<file path="src/rtl/core/hrb_pkg.sv">
// Shared types, phase codes and the hex digit decoder for the hex record converter.
`timescale 1ns / 1ps
`default_nettype none

package hrb_pkg;

  localparam logic [2:0] PH_WAIT   = 3'd0;
  localparam logic [2:0] PH_LEN    = 3'd1;
  localparam logic [2:0] PH_OFS_HI = 3'd2;
  localparam logic [2:0] PH_OFS_LO = 3'd3;
  localparam logic [2:0] PH_KIND   = 3'd4;
  localparam logic [2:0] PH_DATA   = 3'd5;

  localparam logic [7:0] CHAR_COLON = 8'h3a;
  localparam logic [7:0] KIND_DATA  = 8'h00;
  localparam logic [7:0] KIND_BASE  = 8'h04;

  localparam logic ITEM_BYTE    = 1'b0;
  localparam logic ITEM_SUMMARY = 1'b1;

  localparam int unsigned FifoDepth = 4;
  localparam int unsigned PtrW      = $clog2(FifoDepth);
  localparam int unsigned CntW      = $clog2(FifoDepth + 1);

  typedef struct packed {
    logic        item_kind;
    logic [7:0]  data_byte;
    logic [31:0] start_address;
    logic [31:0] byte_total;
    logic        no_data_error;
    logic        final_item;
  } hrb_result_t;

  typedef struct packed {
    logic [1:0]  num;
    hrb_result_t first;
    hrb_result_t second;
  } hrb_push_t;

  function automatic logic [3:0] hex_digit(input logic [7:0] c);
    logic [3:0] v;
    if (c >= 8'h30 && c <= 8'h39) begin
      v = 4'(c - 8'h30);
    end else if (c >= 8'h61 && c <= 8'h66) begin
      v = 4'(c - 8'h61 + 8'h0a);
    end else if (c >= 8'h41 && c <= 8'h46) begin
      v = 4'(c - 8'h41 + 8'h0a);
    end else begin
      v = 4'hf;
    end
    return v;
  endfunction

endpackage

`default_nettype wire

</file>
<file path="src/rtl/core/hrb_parser.sv">
// Record parser: per-character state update and result generation.
`timescale 1ns / 1ps
`default_nettype none

module hrb_parser import hrb_pkg::*; (
  input  wire logic       clk_i,
  input  wire logic       rst_ni,
  input  wire logic       accept_i,
  input  wire logic [7:0] char_i,
  input  wire logic       eot_i,
  output hrb_push_t       push_o
);

  logic [2:0]  phase_q, phase_d;
  logic [3:0]  hi_q, hi_d;
  logic        second_q, second_d;
  logic [7:0]  fbc_q, fbc_d;
  logic [7:0]  len_q, len_d;
  logic [15:0] ofs_q, ofs_d;
  logic [7:0]  kind_q, kind_d;
  logic [31:0] base_q, base_d;
  logic        base_seen_q, base_seen_d;
  logic [15:0] first_ofs_q, first_ofs_d;
  logic        data_seen_q, data_seen_d;
  logic [31:0] bytes_q, bytes_d;

  logic [3:0]  digit;
  logic [7:0]  b;
  logic        emit;
  hrb_result_t byte_res;
  hrb_result_t sum_res;

  assign digit = hex_digit(char_i);
  assign b     = {hi_q, digit};

  always_comb begin
    phase_d     = phase_q;
    hi_d        = hi_q;
    second_d    = second_q;
    fbc_d       = fbc_q;
    len_d       = len_q;
    ofs_d       = ofs_q;
    kind_d      = kind_q;
    base_d      = base_q;
    base_seen_d = base_seen_q;
    first_ofs_d = first_ofs_q;
    data_seen_d = data_seen_q;
    bytes_d     = bytes_q;
    emit        = 1'b0;

    if (phase_q == PH_WAIT) begin
      if (char_i == CHAR_COLON) begin
        phase_d  = PH_LEN;
        second_d = 1'b0;
        hi_d     = '0;
        fbc_d    = '0;
      end
    end else if (!second_q) begin
      hi_d     = digit;
      second_d = 1'b1;
    end else begin
      second_d = 1'b0;
      unique case (phase_q)
        PH_LEN: begin
          len_d   = b;
          phase_d = PH_OFS_HI;
        end
        PH_OFS_HI: begin
          ofs_d   = {b, 8'h00};
          phase_d = PH_OFS_LO;
        end
        PH_OFS_LO: begin
          ofs_d   = {ofs_q[15:8], b};
          phase_d = PH_KIND;
        end
        PH_KIND: begin
          kind_d = b;
          fbc_d  = '0;
          if (b == KIND_DATA && !data_seen_q) begin
            data_seen_d = 1'b1;
            first_ofs_d = ofs_q;
          end
          if (b == KIND_BASE && !base_seen_q) begin
            base_d = '0;
          end
          if (len_q == 8'h00) begin
            if (b == KIND_BASE && !base_seen_q) begin
              base_seen_d = 1'b1;
            end
            phase_d = PH_WAIT;
          end else begin
            phase_d = PH_DATA;
          end
        end
        default: begin
          if (kind_q == KIND_DATA) begin
            emit = 1'b1;
            if (bytes_q != '1) begin
              bytes_d = bytes_q + 32'd1;
            end
          end else if (kind_q == KIND_BASE && !base_seen_q) begin
            base_d = {base_q[23:0], b};
          end
          fbc_d = fbc_q + 8'd1;
          if (fbc_d >= len_q) begin
            if (kind_q == KIND_BASE && !base_seen_q) begin
              base_seen_d = 1'b1;
            end
            phase_d = PH_WAIT;
          end else begin
            phase_d = PH_DATA;
          end
        end
      endcase
    end
  end

  always_comb begin
    byte_res               = '0;
    byte_res.item_kind     = ITEM_BYTE;
    byte_res.data_byte     = b;
    byte_res.final_item    = !eot_i;

    sum_res                = '0;
    sum_res.item_kind      = ITEM_SUMMARY;
    sum_res.start_address  = data_seen_d ? ({base_d[15:0], 16'h0000} + {16'h0000, first_ofs_d})
                                         : 32'h0;
    sum_res.byte_total     = bytes_d;
    sum_res.no_data_error  = !data_seen_d;
    sum_res.final_item     = 1'b1;

    push_o.num    = accept_i ? ({1'b0, emit} + {1'b0, eot_i}) : 2'd0;
    push_o.first  = emit ? byte_res : sum_res;
    push_o.second = sum_res;
  end

  always_ff @(posedge clk_i or negedge rst_ni) begin
    if (!rst_ni) begin
      phase_q     <= PH_WAIT;
      hi_q        <= '0;
      second_q    <= 1'b0;
      fbc_q       <= '0;
      len_q       <= '0;
      ofs_q       <= '0;
      kind_q      <= '0;
      base_q      <= '0;
      base_seen_q <= 1'b0;
      first_ofs_q <= '0;
      data_seen_q <= 1'b0;
      bytes_q     <= '0;
    end else if (accept_i) begin
      if (eot_i) begin
        phase_q     <= PH_WAIT;
        hi_q        <= '0;
        second_q    <= 1'b0;
        fbc_q       <= '0;
        len_q       <= '0;
        ofs_q       <= '0;
        kind_q      <= '0;
        base_q      <= '0;
        base_seen_q <= 1'b0;
        first_ofs_q <= '0;
        data_seen_q <= 1'b0;
        bytes_q     <= '0;
      end else begin
        phase_q     <= phase_d;
        hi_q        <= hi_d;
        second_q    <= second_d;
        fbc_q       <= fbc_d;
        len_q       <= len_d;
        ofs_q       <= ofs_d;
        kind_q      <= kind_d;
        base_q      <= base_d;
        base_seen_q <= base_seen_d;
        first_ofs_q <= first_ofs_d;
        data_seen_q <= data_seen_d;
        bytes_q     <= bytes_d;
      end
    end
  end

endmodule

`default_nettype wire

</file>
<file path="src/rtl/core/hrb_out_fifo.sv">
// Result queue: takes up to two results per cycle, hands out one per cycle while the reader is ready.
`timescale 1ns / 1ps
`default_nettype none

module hrb_out_fifo import hrb_pkg::*; (
  input  wire logic  clk_i,
  input  wire logic  rst_ni,
  input  wire hrb_push_t push_i,
  output logic       room_o,
  output logic       valid_o,
  input  wire logic  ready_i,
  output hrb_result_t data_o
);

  hrb_result_t         mem_q [FifoDepth];
  logic [PtrW-1:0]     wr_q, wr_d;
  logic [PtrW-1:0]     rd_q, rd_d;
  logic [CntW-1:0]     cnt_q, cnt_d;
  logic                pop;
  logic [PtrW-1:0]     wr_next;

  assign valid_o = (cnt_q != '0);
  assign room_o  = (cnt_q <= CntW'(FifoDepth - 2));
  assign data_o  = mem_q[rd_q];
  assign pop     = valid_o && ready_i;
  assign wr_next = wr_q + PtrW'(1);

  always_comb begin
    wr_d  = wr_q + PtrW'(push_i.num);
    rd_d  = pop ? rd_q + PtrW'(1) : rd_q;
    cnt_d = cnt_q + CntW'(push_i.num) - CntW'(pop);
  end

  always_ff @(posedge clk_i) begin
    if (push_i.num != 2'd0) begin
      mem_q[wr_q] <= push_i.first;
    end
    if (push_i.num == 2'd2) begin
      mem_q[wr_next] <= push_i.second;
    end
  end

  always_ff @(posedge clk_i or negedge rst_ni) begin
    if (!rst_ni) begin
      wr_q  <= '0;
      rd_q  <= '0;
      cnt_q <= '0;
    end else begin
      wr_q  <= wr_d;
      rd_q  <= rd_d;
      cnt_q <= cnt_d;
    end
  end

`ifndef NO_ASSERTIONS
  a_cnt_bound: assert property (@(posedge clk_i) disable iff (!rst_ni)
    cnt_q <= CntW'(FifoDepth))
    else $error("result queue count beyond depth");

  a_push_room: assert property (@(posedge clk_i) disable iff (!rst_ni)
    (push_i.num != 2'd0) |-> room_o)
    else $error("result pushed without room");

  a_pop_only: assert property (@(posedge clk_i) disable iff (!rst_ni)
    (pop && push_i.num == 2'd0) |=> cnt_q == $past(cnt_q) - CntW'(1))
    else $error("result queue count did not drop on pop");

  a_ptr_gap: assert property (@(posedge clk_i) disable iff (!rst_ni)
    (cnt_q == '0) |-> (wr_q == rd_q))
    else $error("empty result queue with pointer gap");
`endif

endmodule

`default_nettype wire

</file>
<file path="src/rtl/core/hex_record_to_binary.sv">
// Top level of the hex record to binary stream converter.
//
//  channel  dir  tdata (low bit up)                                    tuser      tlast
//  s_       in   [7:0] text_char                                       -          end_of_text
//  m_       out  [7:0] data_byte, [39:8] start_address,                item_kind  final_item
//                [71:40] byte_total, [72] no_data_error, [79:73] zero
//
//  One character is taken per cycle while ready is high; its results enter a four-entry
//  result queue in the same edge and leave one per cycle while m_tready is high, so a
//  character that ends a text with a data byte yields two results: byte, then summary.
//  Input ready drops while the queue holds more than two results.
//  Reset clears parser state and queue pointers; no clearing pass is needed.
`timescale 1ns / 1ps
`default_nettype none

module hex_record_to_binary import hrb_pkg::*; (
  input  wire logic        clk_i,
  input  wire logic        rst_ni,
  input  wire logic        s_tvalid_i,
  output logic             s_tready_o,
  input  wire logic [7:0]  s_tdata_i,   // text_char
  input  wire logic        s_tlast_i,
  output logic             m_tvalid_o,
  input  wire logic        m_tready_i,
  output logic [79:0]      m_tdata_o,   // data_byte, start_address, byte_total, no_data_error
  output logic             m_tuser_o,   // item_kind
  output logic             m_tlast_o
);

  hrb_push_t   push;
  hrb_result_t res;
  logic        accept;

  assign accept = s_tvalid_i && s_tready_o;

  hrb_parser u_parser (
    .clk_i    (clk_i),
    .rst_ni   (rst_ni),
    .accept_i (accept),
    .char_i   (s_tdata_i),
    .eot_i    (s_tlast_i),
    .push_o   (push)
  );

  hrb_out_fifo u_out_fifo (
    .clk_i   (clk_i),
    .rst_ni  (rst_ni),
    .push_i  (push),
    .room_o  (s_tready_o),
    .valid_o (m_tvalid_o),
    .ready_i (m_tready_i),
    .data_o  (res)
  );

  assign m_tdata_o = {7'h00, res.no_data_error, res.byte_total, res.start_address,
                      res.data_byte};
  assign m_tuser_o = res.item_kind;
  assign m_tlast_o = res.final_item;

endmodule

`default_nettype wire

</file>
<file path="config.mk">
export PLATFORM = sky130hd
export DESIGN_NAME = hex_record_to_binary
export DESIGN_NICKNAME = d
export VERILOG_FILES = /design/src/rtl/core/hrb_pkg.sv /design/src/rtl/core/hrb_parser.sv /design/src/rtl/core/hrb_out_fifo.sv /design/src/rtl/core/hex_record_to_binary.sv
export SDC_FILE = /design/constraint.sdc
export NUM_CORES = 1
export LEC_CHECK = 0
export BUFFER_PORTS_ARGS = -buffer_cell sky130_fd_sc_hd__buf_4
export CORE_ASPECT_RATIO = 1.1
export CORE_UTILIZATION = 25
export DETAILED_ROUTE_END_ITERATION = 8
export SLEW_MARGIN = 20
export SYNTH_ARGS = -nofsm -noshare
export SYNTH_HDL_FRONTEND = slang
export SYNTH_SLANG_ARGS = --single-unit
</file>
<file path="constraint.sdc">
create_clock -name clk_i -period 5.73 [get_ports clk_i]
set_input_delay 0.8595 -clock clk_i [delete_from_list [all_inputs] [get_ports clk_i]]
set_output_delay 0.8595 -clock clk_i [all_outputs]
set_load 0.1 [all_outputs]
</file>
Word level (Yosys, flattened, before mapping) --
Memories as Yosys holds them, arrays and structs flattened. Cells that the tools add are included.
Word-level totals: input port bits 13, output and inout port bits 84, bits in read-only memories 0, logic and storage cells 170, register bits 121, latch bits 0, bits in writable memories 300, memories kept 1
Cells by class: $mul 0, divide/modulo/power cells 0, reduce and logical (&&, ||, !) cells 37, multiplexer cells 77, shifts and indexed selects 0, equality and inequality tests 17, bitwise gates (word level) 0, add/sub/neg operators 14, order comparisons 8
Memory list:
- u_out_fifo.mem_q | words 4, bits a word 75, read ports 1, clocked after Yosys merged registers in 0, write ports 2, line hrb_out_fifo.sv:15 | hrb_result_t mem_q [FifoDepth];
Operators with widths (number):
- $mux W32 | 7
- $mux W24 | 6
- $mux W16 | 8
- $mux W8 | 12
- $mux W75 | 1
- $pmux W24 S2 | 1
- $add A32 B1 Y32 const B | 1
- $add A32 B16 Y32 | 1
- $ne A32 B32 Y1 const B | 1
- $pmux W16 S2 | 1
- $mux W4 | 7
- $logic_not A8 Y1 | 3
- $mux W1 | 24
- $mux W3 | 6
- $eq A8 B3 Y1 const B | 2
- $ge A8 B7 Y1 const B | 2
- $le A8 B7 Y1 const B | 2
- $pmux W8 S2 | 1
- $reduce_and A4 Y1 | 4
- $reduce_bool A3 Y1 | 5
- $pmux W3 S4 | 1
- $sub A4 B1 Y4 const B | 3
- $reduce_bool A2 Y1 | 5
- $add A4 B4 Y4 const B | 2
- 31 further kinds | 47

Logic depth before layout (Yosys ltp) --
Gate-level depths: netlist (run 1).
depth in word-level cells 14, gate-level depth with buffers 14, gate-level depth less buffers 12

Hierarchy --
From an unflattened synthesis (run 1), not the netlist that was laid out.
Second synthesis, totals: cell total of the unflattened synthesis 1733, area, all modules 22721.8 um^2
Modules (own cells, without submodules):
- hrb_out_fifo | cells each 768, area each 14891.8 um^2, times used 1, sequential area each 9183.8 um^2
- hrb_parser | cells each 956, area each 7767.4 um^2, times used 1, sequential area each 2852.7 um^2
- hex_record_to_binary | cells each 9, area each 62.6 um^2, times used 1, sequential area each 0.0 um^2

Worst setup path before layout (run 1) --
OpenSTA, ideal clock, no wires.
kind register -> register, start register u_out_fifo.cnt_q[0], end memory u_out_fifo.mem_q[1][56] (netlist bit) (data pin), setup time 0.141 ns, required time 5.589 ns, cell stages (with the launch flop) 9, path buffers 2, period minus slack after synthesis 5.401 ns, arrival time 5.259 ns, slack 0.329 ns, path through dfrtp_1 a21oi_1 nand2_1 or3_1 buf_2 inv_1 o211ai_1 clkbuf_1 nor2_1
RTL lines:
- start, declared | line hrb_out_fifo.sv:18 | logic [CntW-1:0] cnt_q, cnt_d;
- start signal, assigned | line hrb_out_fifo.sv:51 | cnt_q <= cnt_d;
- end, declared | line hrb_out_fifo.sv:15

==> results of run 1 <==
==> synth_stat cells (all sizes together), types with 10 or more instances <==
master  count  area [µm²]
nor2      314        1180
xnor2      22         193
mux2i      24         240
nand2     142         533
a22o       42         368
a22oi      33         248
ha         19         238
xor2       17         149
nand3      28         145
a21oi      31         155
clkbuf     74         280
nand4      10        68.8
nor3       21         126
o31ai      17         128
dfxtp      40         801
o21ai      93         465
or3        11        68.8
inv        30         113
and2       11        68.8
buf        39         198
edfxtp    260        7810
and3b      18         158
mux4       75        1690
dfrtp     121        3030
==> flip-flops by register name (all words and copies together), names as in the netlist, 2 cells and up <==
name and count:
u_out_fifo.cnt_q 3, u_parser.ofs_q 16, u_parser.phase_q 3, u_parser.len_q 8, u_parser.fbc_q 8, u_parser.base_q 16
u_parser.first_ofs_q 16, u_parser.hi_q 4, u_out_fifo.mem_q 300, u_parser.kind_q 8, u_out_fifo.rd_q 2, u_out_fifo.wr_q 2
u_parser.bytes_q 32
==> stage by stage <==
step	utilization (%)	worst slack, ns
2_1_floorplan	-	0.329
3_3_place_gp	27.6	1.65
3_5_place_dp	27.6	1.50
4_1_cts	29.3	1.48
5_1_grt	29.3	1.19
6_report	29.3	1.52
==> worst paths after layout <==
kind | start | endpoint | slack, ns | depth (start not counted)
setup / recovery | u_parser.phase_q[2] | u_out_fifo.mem_q[1][20] | 1.52 | 12
hold / removal | rst_ni | u_out_fifo.rd_q[0] | 0.39 | 1
setup reg to reg | u_parser.phase_q[2] | u_out_fifo.mem_q[1][20] | 1.52 | 12
hold reg to reg | u_out_fifo.mem_q[0][74] | u_out_fifo.mem_q[0][74] | 0.45 | 2
max in group asynchronous | rst_ni | u_parser.bytes_q[18] | 3.90 | 2
min in group clk_i | u_out_fifo.mem_q[0][74] | u_out_fifo.mem_q[0][74] | 0.45 | 2
==> cells in the final DEF (no fill, tap or decap), drive strengths merged, types with 18 or more instances in the layout <==
| master | Yosys | layout |
|---|---|---|
| nor2 | 314 | 314 |
| edfxtp | 260 | 260 |
| nand2 | 142 | 142 |
| dfrtp | 121 | 121 |
| buf | 39 | 118 |
| o21ai | 93 | 93 |
| mux4 | 75 | 75 |
| clkbuf | 74 | 54 |
| a22o | 42 | 42 |
| dfxtp | 40 | 40 |
| inv | 30 | 34 |
| a22oi | 33 | 33 |
| a21oi | 31 | 31 |
| nand3 | 28 | 28 |
| mux2i | 24 | 24 |
| xnor2 | 22 | 22 |
| nor3 | 21 | 21 |
| ha | 19 | 19 |
| and3b | 18 | 18 |
==> kinds of logic after synthesis <==
family	Yosys count	synth area share [%]
other cells	1	0.0194
mux	99	9.99
xor+xnor	39	1.77
fa+ha+maj	20	1.33
flops	421	60.2
compound gates	274	9.61
buf+inv	143	3.06
simple gates	601	14.0
==> layer usage <==
layer	vias up	global-route usage (%)	part of all wire [%]
met3	68	1.68	5.1
li1	5940	-	-
met5	-	0	0.018
met2	402	21.3	49
met1	6482	16.7	43
met4	2	4.57	3.0
==> layout make-up <==
type	count	area share, %
clock inverter	14	0.678
tap	1026	5.75
sequential	421	52.1
timing repair buffer	118	4.02
multi-input combinational	1040	31.9
clock buffer	54	5.01
inverter	30	0.504
==> critical path: stages (launching register included) <==
cell and delay [ns]:
dfrtp_1 0.60, o211a_1 0.31, nand3_2 0.09, buf_4 0.23
inv_1 0.10, ha_1 0.28, nor2b_1 0.25, a21oi_1 0.08
or3_1 0.50, inv_2 0.44, nand2_2 0.62, buf_4 0.42
nor2_1 0.12
==> power by group through the flow <==
stage,Clock [W],Sequential (W),Combinational [W]
finish,0.00262,0.00402,0.00431
global route,0.00278,0.00409,0.00453
CTS,0.00267,0.00403,0.00436
detailed placement,0,0.00409,0.00435
global placement,0,0.00407,0.00432
floorplan,0,0.00374,0.00361
==> results.ini, run 1 <==
[global_routing]
grt_pass1_vias=12915
grt_start_max_net_pins=82
grt.overflow.total=0
grt_pass1_wl_um=77500
antenna_found_initial=1
grt_usage_pct=12.7

[sta]
rsz0062_at_grt=no
hold_violations=0
finalSetupViolCount=0
slew_headroom_pct=24.6
post-route-min-period_ns=4.21
fin_skew_ns=0.0217
slew_violations=0
fmax_mhz=238
worst_hold_slack_ns=0.387
worst_slew_pin_slew_ns=1.13
fin_setup_tns_ns=0
min_period_over_period_pct=73.5

[synth]
syn_avg_cell_area_um2=12.1
synth_edf_count=260
synth-main-ff-cell=edfxtp_1
ys_ff_latch=421
syn_inst=1598
ys_types=72
yosys_warnings=0
synthArstFlopShare_pct=28.7
ys_seq_area_share_pct=60.2
syn-cell-area_um2=19300

[placement]
dpl_cell_area_um2=21100
io_buffers=89
gp_congestion=0.806
dp_hpwl_um=32700
place_inst=2635

[worst_setup_path]
worst_ep_arrival_time_ns=4.60
start_kind=register
endpoint_kind=register
required_ns=6.12
critPathKind=register to register
crit_fanout=33

[power]
p_comb_share_pct=39.3
powerDensity_nw_per_um2=490
p_leak_nw=8.08
swShare_pct=43.7
total_power_w=0.0110
peakVddDrop_mv=0.436
power_frac_clock_pct=24.0
p_switching_w=0.00478
p_int_w=0.00617
p_seq_share_pct=36.7

[die]
boundaryPins=97
coreArea_um2=76300
start_util_pct=25.3
die_w_um=267
die-area_um2=78400
die_h_um=294
std_cell_rows=106

[clocking]
cts_resized=0
cts_setup_buffers=0
clock_path_buffers=3
clock_sinks=421
cts_tree=done
path_clk_slew_ns=0.06
postCtsHoldBufs=0
cts_made_buffers=38
cts_root_buf=clkbuf_16
htree_levels=2
clock_latency_ns=0.54

[cells_and_area]
fillCellCount=7646
post-route-cell-area_um2=22300
nets=1682
seqCellArea_um2=11600
layout-drive-gt1-share_pct=16.5
area_growth_syn_to_layout_pct=15.6
diodes=0
multi_input_area_um2=7130
stdcell_count=2703

[detailed_routing]
wl_per_cell_um=18.4
num_vias=12894
drc=0
wl_um=49700
drt_iter0_drc=1045
viasPerCell=4.77
ant_nets=0
first_pass_iters=5

[run]
cap_viol_max_count=0

[status]
status=finished, final reports clean

[worst_hold_path]
min_path_type=input pin to async pin

(Power assumes the default switching activity.)
==> run 2, diff against run 1 <==
clock period = 4.1 ns   (was 5.73 ns; I/O delays follow)
==> results.ini, run 2 (synthesis results as in run 1) <==
[clocking]
clock_latency_ns=0.55
htree_levels=2
cts_setup_buffers=0
path_clk_slew_ns=0.07
clock_path_buffers=3
cts_root_buf=clkbuf_16
cts_made_buffers=41
cts_resized=0
clock_sinks=421
postCtsHoldBufs=0
cts_tree=done

[sta]
post-route-min-period_ns=3.64
hold_violations=0
fin_setup_tns_ns=0
worst_slew_pin_slew_ns=0.945
fin_skew_ns=0.0216
slew_violations=0
slew_headroom_pct=36.7
min_period_over_period_pct=88.8
fin_ws_ns=0.460
finalSetupViolCount=0
fmax_mhz=275
rsz0062_at_grt=no

[power]
peakVddDrop_mv=0.429
p_leak_nw=8.14
powerDensity_nw_per_um2=683

[worst_setup_path]
reg2reg_slack_ns=0.46
worst_ep_arrival_time_ns=3.91
start_kind=register
required_ns=4.37
crit_fanout=31
critPathKind=register to register
endpoint_kind=register

[placement]
gp_congestion=0.831
io_buffers=89
dpl_cell_area_um2=21200
dp_hpwl_um=32600
dpl_worst_slack_ns=0.510

[die]
die_w_um=267
coreArea_um2=76300
die_h_um=294
die-area_um2=78400
start_util_pct=25.3
std_cell_rows=106
boundaryPins=97

[detailed_routing]
drt_iter0_drc=894
num_vias=12935
first_pass_iters=5
wl_um=50100
wl_per_cell_um=18.5
viasPerCell=4.76
ant_nets=0
drc=0

[cells_and_area]
fillCellCount=7666
largest_registers=u_out_fifo.mem_q x300, u_parser.bytes_q x32
nets=1692
seqCellArea_um2=11600
multi_input_area_um2=7130
final_common_cell=nor2_1
diodes=0
layout_common_cells=nor2_1, edfxtp_1, nand2_1
layout-drive-gt1-share_pct=16.9
area_growth_syn_to_layout_pct=16.6
top_register=u_out_fifo.mem_q
post-route-cell-area_um2=22500
largest_register_ffs=300

[global_routing]
grt.overflow.total=0
grt_usage_pct=12.7
grt.busiest_layer=met2
grt_util_met1_pct=16.1
grt_pass1_vias=13143
met2_usage_pct=22.4
grt_pass1_wl_um=78000
antenna_found_initial=2
grt_start_max_net_pins=82
met3_usage_pct=1.80

[worst_hold_path]
min_path_type=input pin to async pin

[run]
cap_viol_max_count=0

[status]
status=finished, final reports clean

[run 2: cell types whose count changed in the layout (fill, tap and decap cells not counted), moves of 2 or more]
cell,before,now
buf_12,1,10
buf_4,117,115
clkbuf_1,8,6
clkbuf_2,0,2
clkbuf_8,4,2
clkinv_1,1,10
inv_2,4,2
inv_6,1,4
[run 2: metal layers]
layer / routed length (µm) / vias up
met5: 13 / -
met4: 1130 / 2
met3: 2160 / 66
met2: 25500 / 323
met1: 21300 / 6579
li1: - / 5965
[run 2: worst paths after layout]
kind	to	depth (start not counted)	from
setup reg to reg	u_out_fifo.mem_q[1][1]	10	u_parser.phase_q[2]
setup / recovery	u_out_fifo.mem_q[1][1]	10	u_parser.phase_q[2]
hold reg to reg	u_out_fifo.mem_q[2][74]	2	u_out_fifo.mem_q[2][74]
max in group asynchronous	u_parser.bytes_q[18]	2	rst_ni
hold / removal	u_parser.first_ofs_q[13]	1	rst_ni
min in group clk_i	u_out_fifo.mem_q[2][74]	2	u_out_fifo.mem_q[2][74]
[run 2: final cells by class]
| cell class | count | share of cell area (%) |
|---|---|---|
| clock buffers | 52 | 4.93 |
| clock inverters | 23 | 0.772 |
| inverters | 30 | 0.533 |
| multi-input cells | 1040 | 31.7 |
| flip-flops and latches | 421 | 51.7 |
| well taps | 1026 | 5.70 |
| repair buffers | 125 | 4.72 |
[run 2: where the power goes]
| group | leakage, nW | internal, W | switching, W |
|---|---|---|---|
| Combinational | 3.06 | 0.00163 | 0.00455 |
| Clock | 0.638 | 0.00206 | 0.00163 |
| Sequential | 4.44 | 0.00495 | 0.000566 |
[run 2: metrics by stage]
stage	power, W	instances	utilization [%]	hold WS (ns)
after floorplan	0.0103	1604	-	0.319
after CTS	0.0156	2717	29.5	0.193
after detailed placement	0.0119	2642	27.9	0.437
after global routing	0.0160	2717	29.5	0.244
final	0.0154	2717	29.5	0.183
after global placement	0.0118	2642	27.9	0.429
[run 2: critical path, cell delays in order (launching register included)]
cell and delay (ns):
dfrtp_1 0.61, o211a_1 0.29, nand3_2 0.11, inv_1 0.11
ha_1 0.29, a21oi_1 0.18, or3_1 0.38, clkinvlp_4 0.64
nand2_2 0.22, buf_4 0.40, nor3_1 0.08
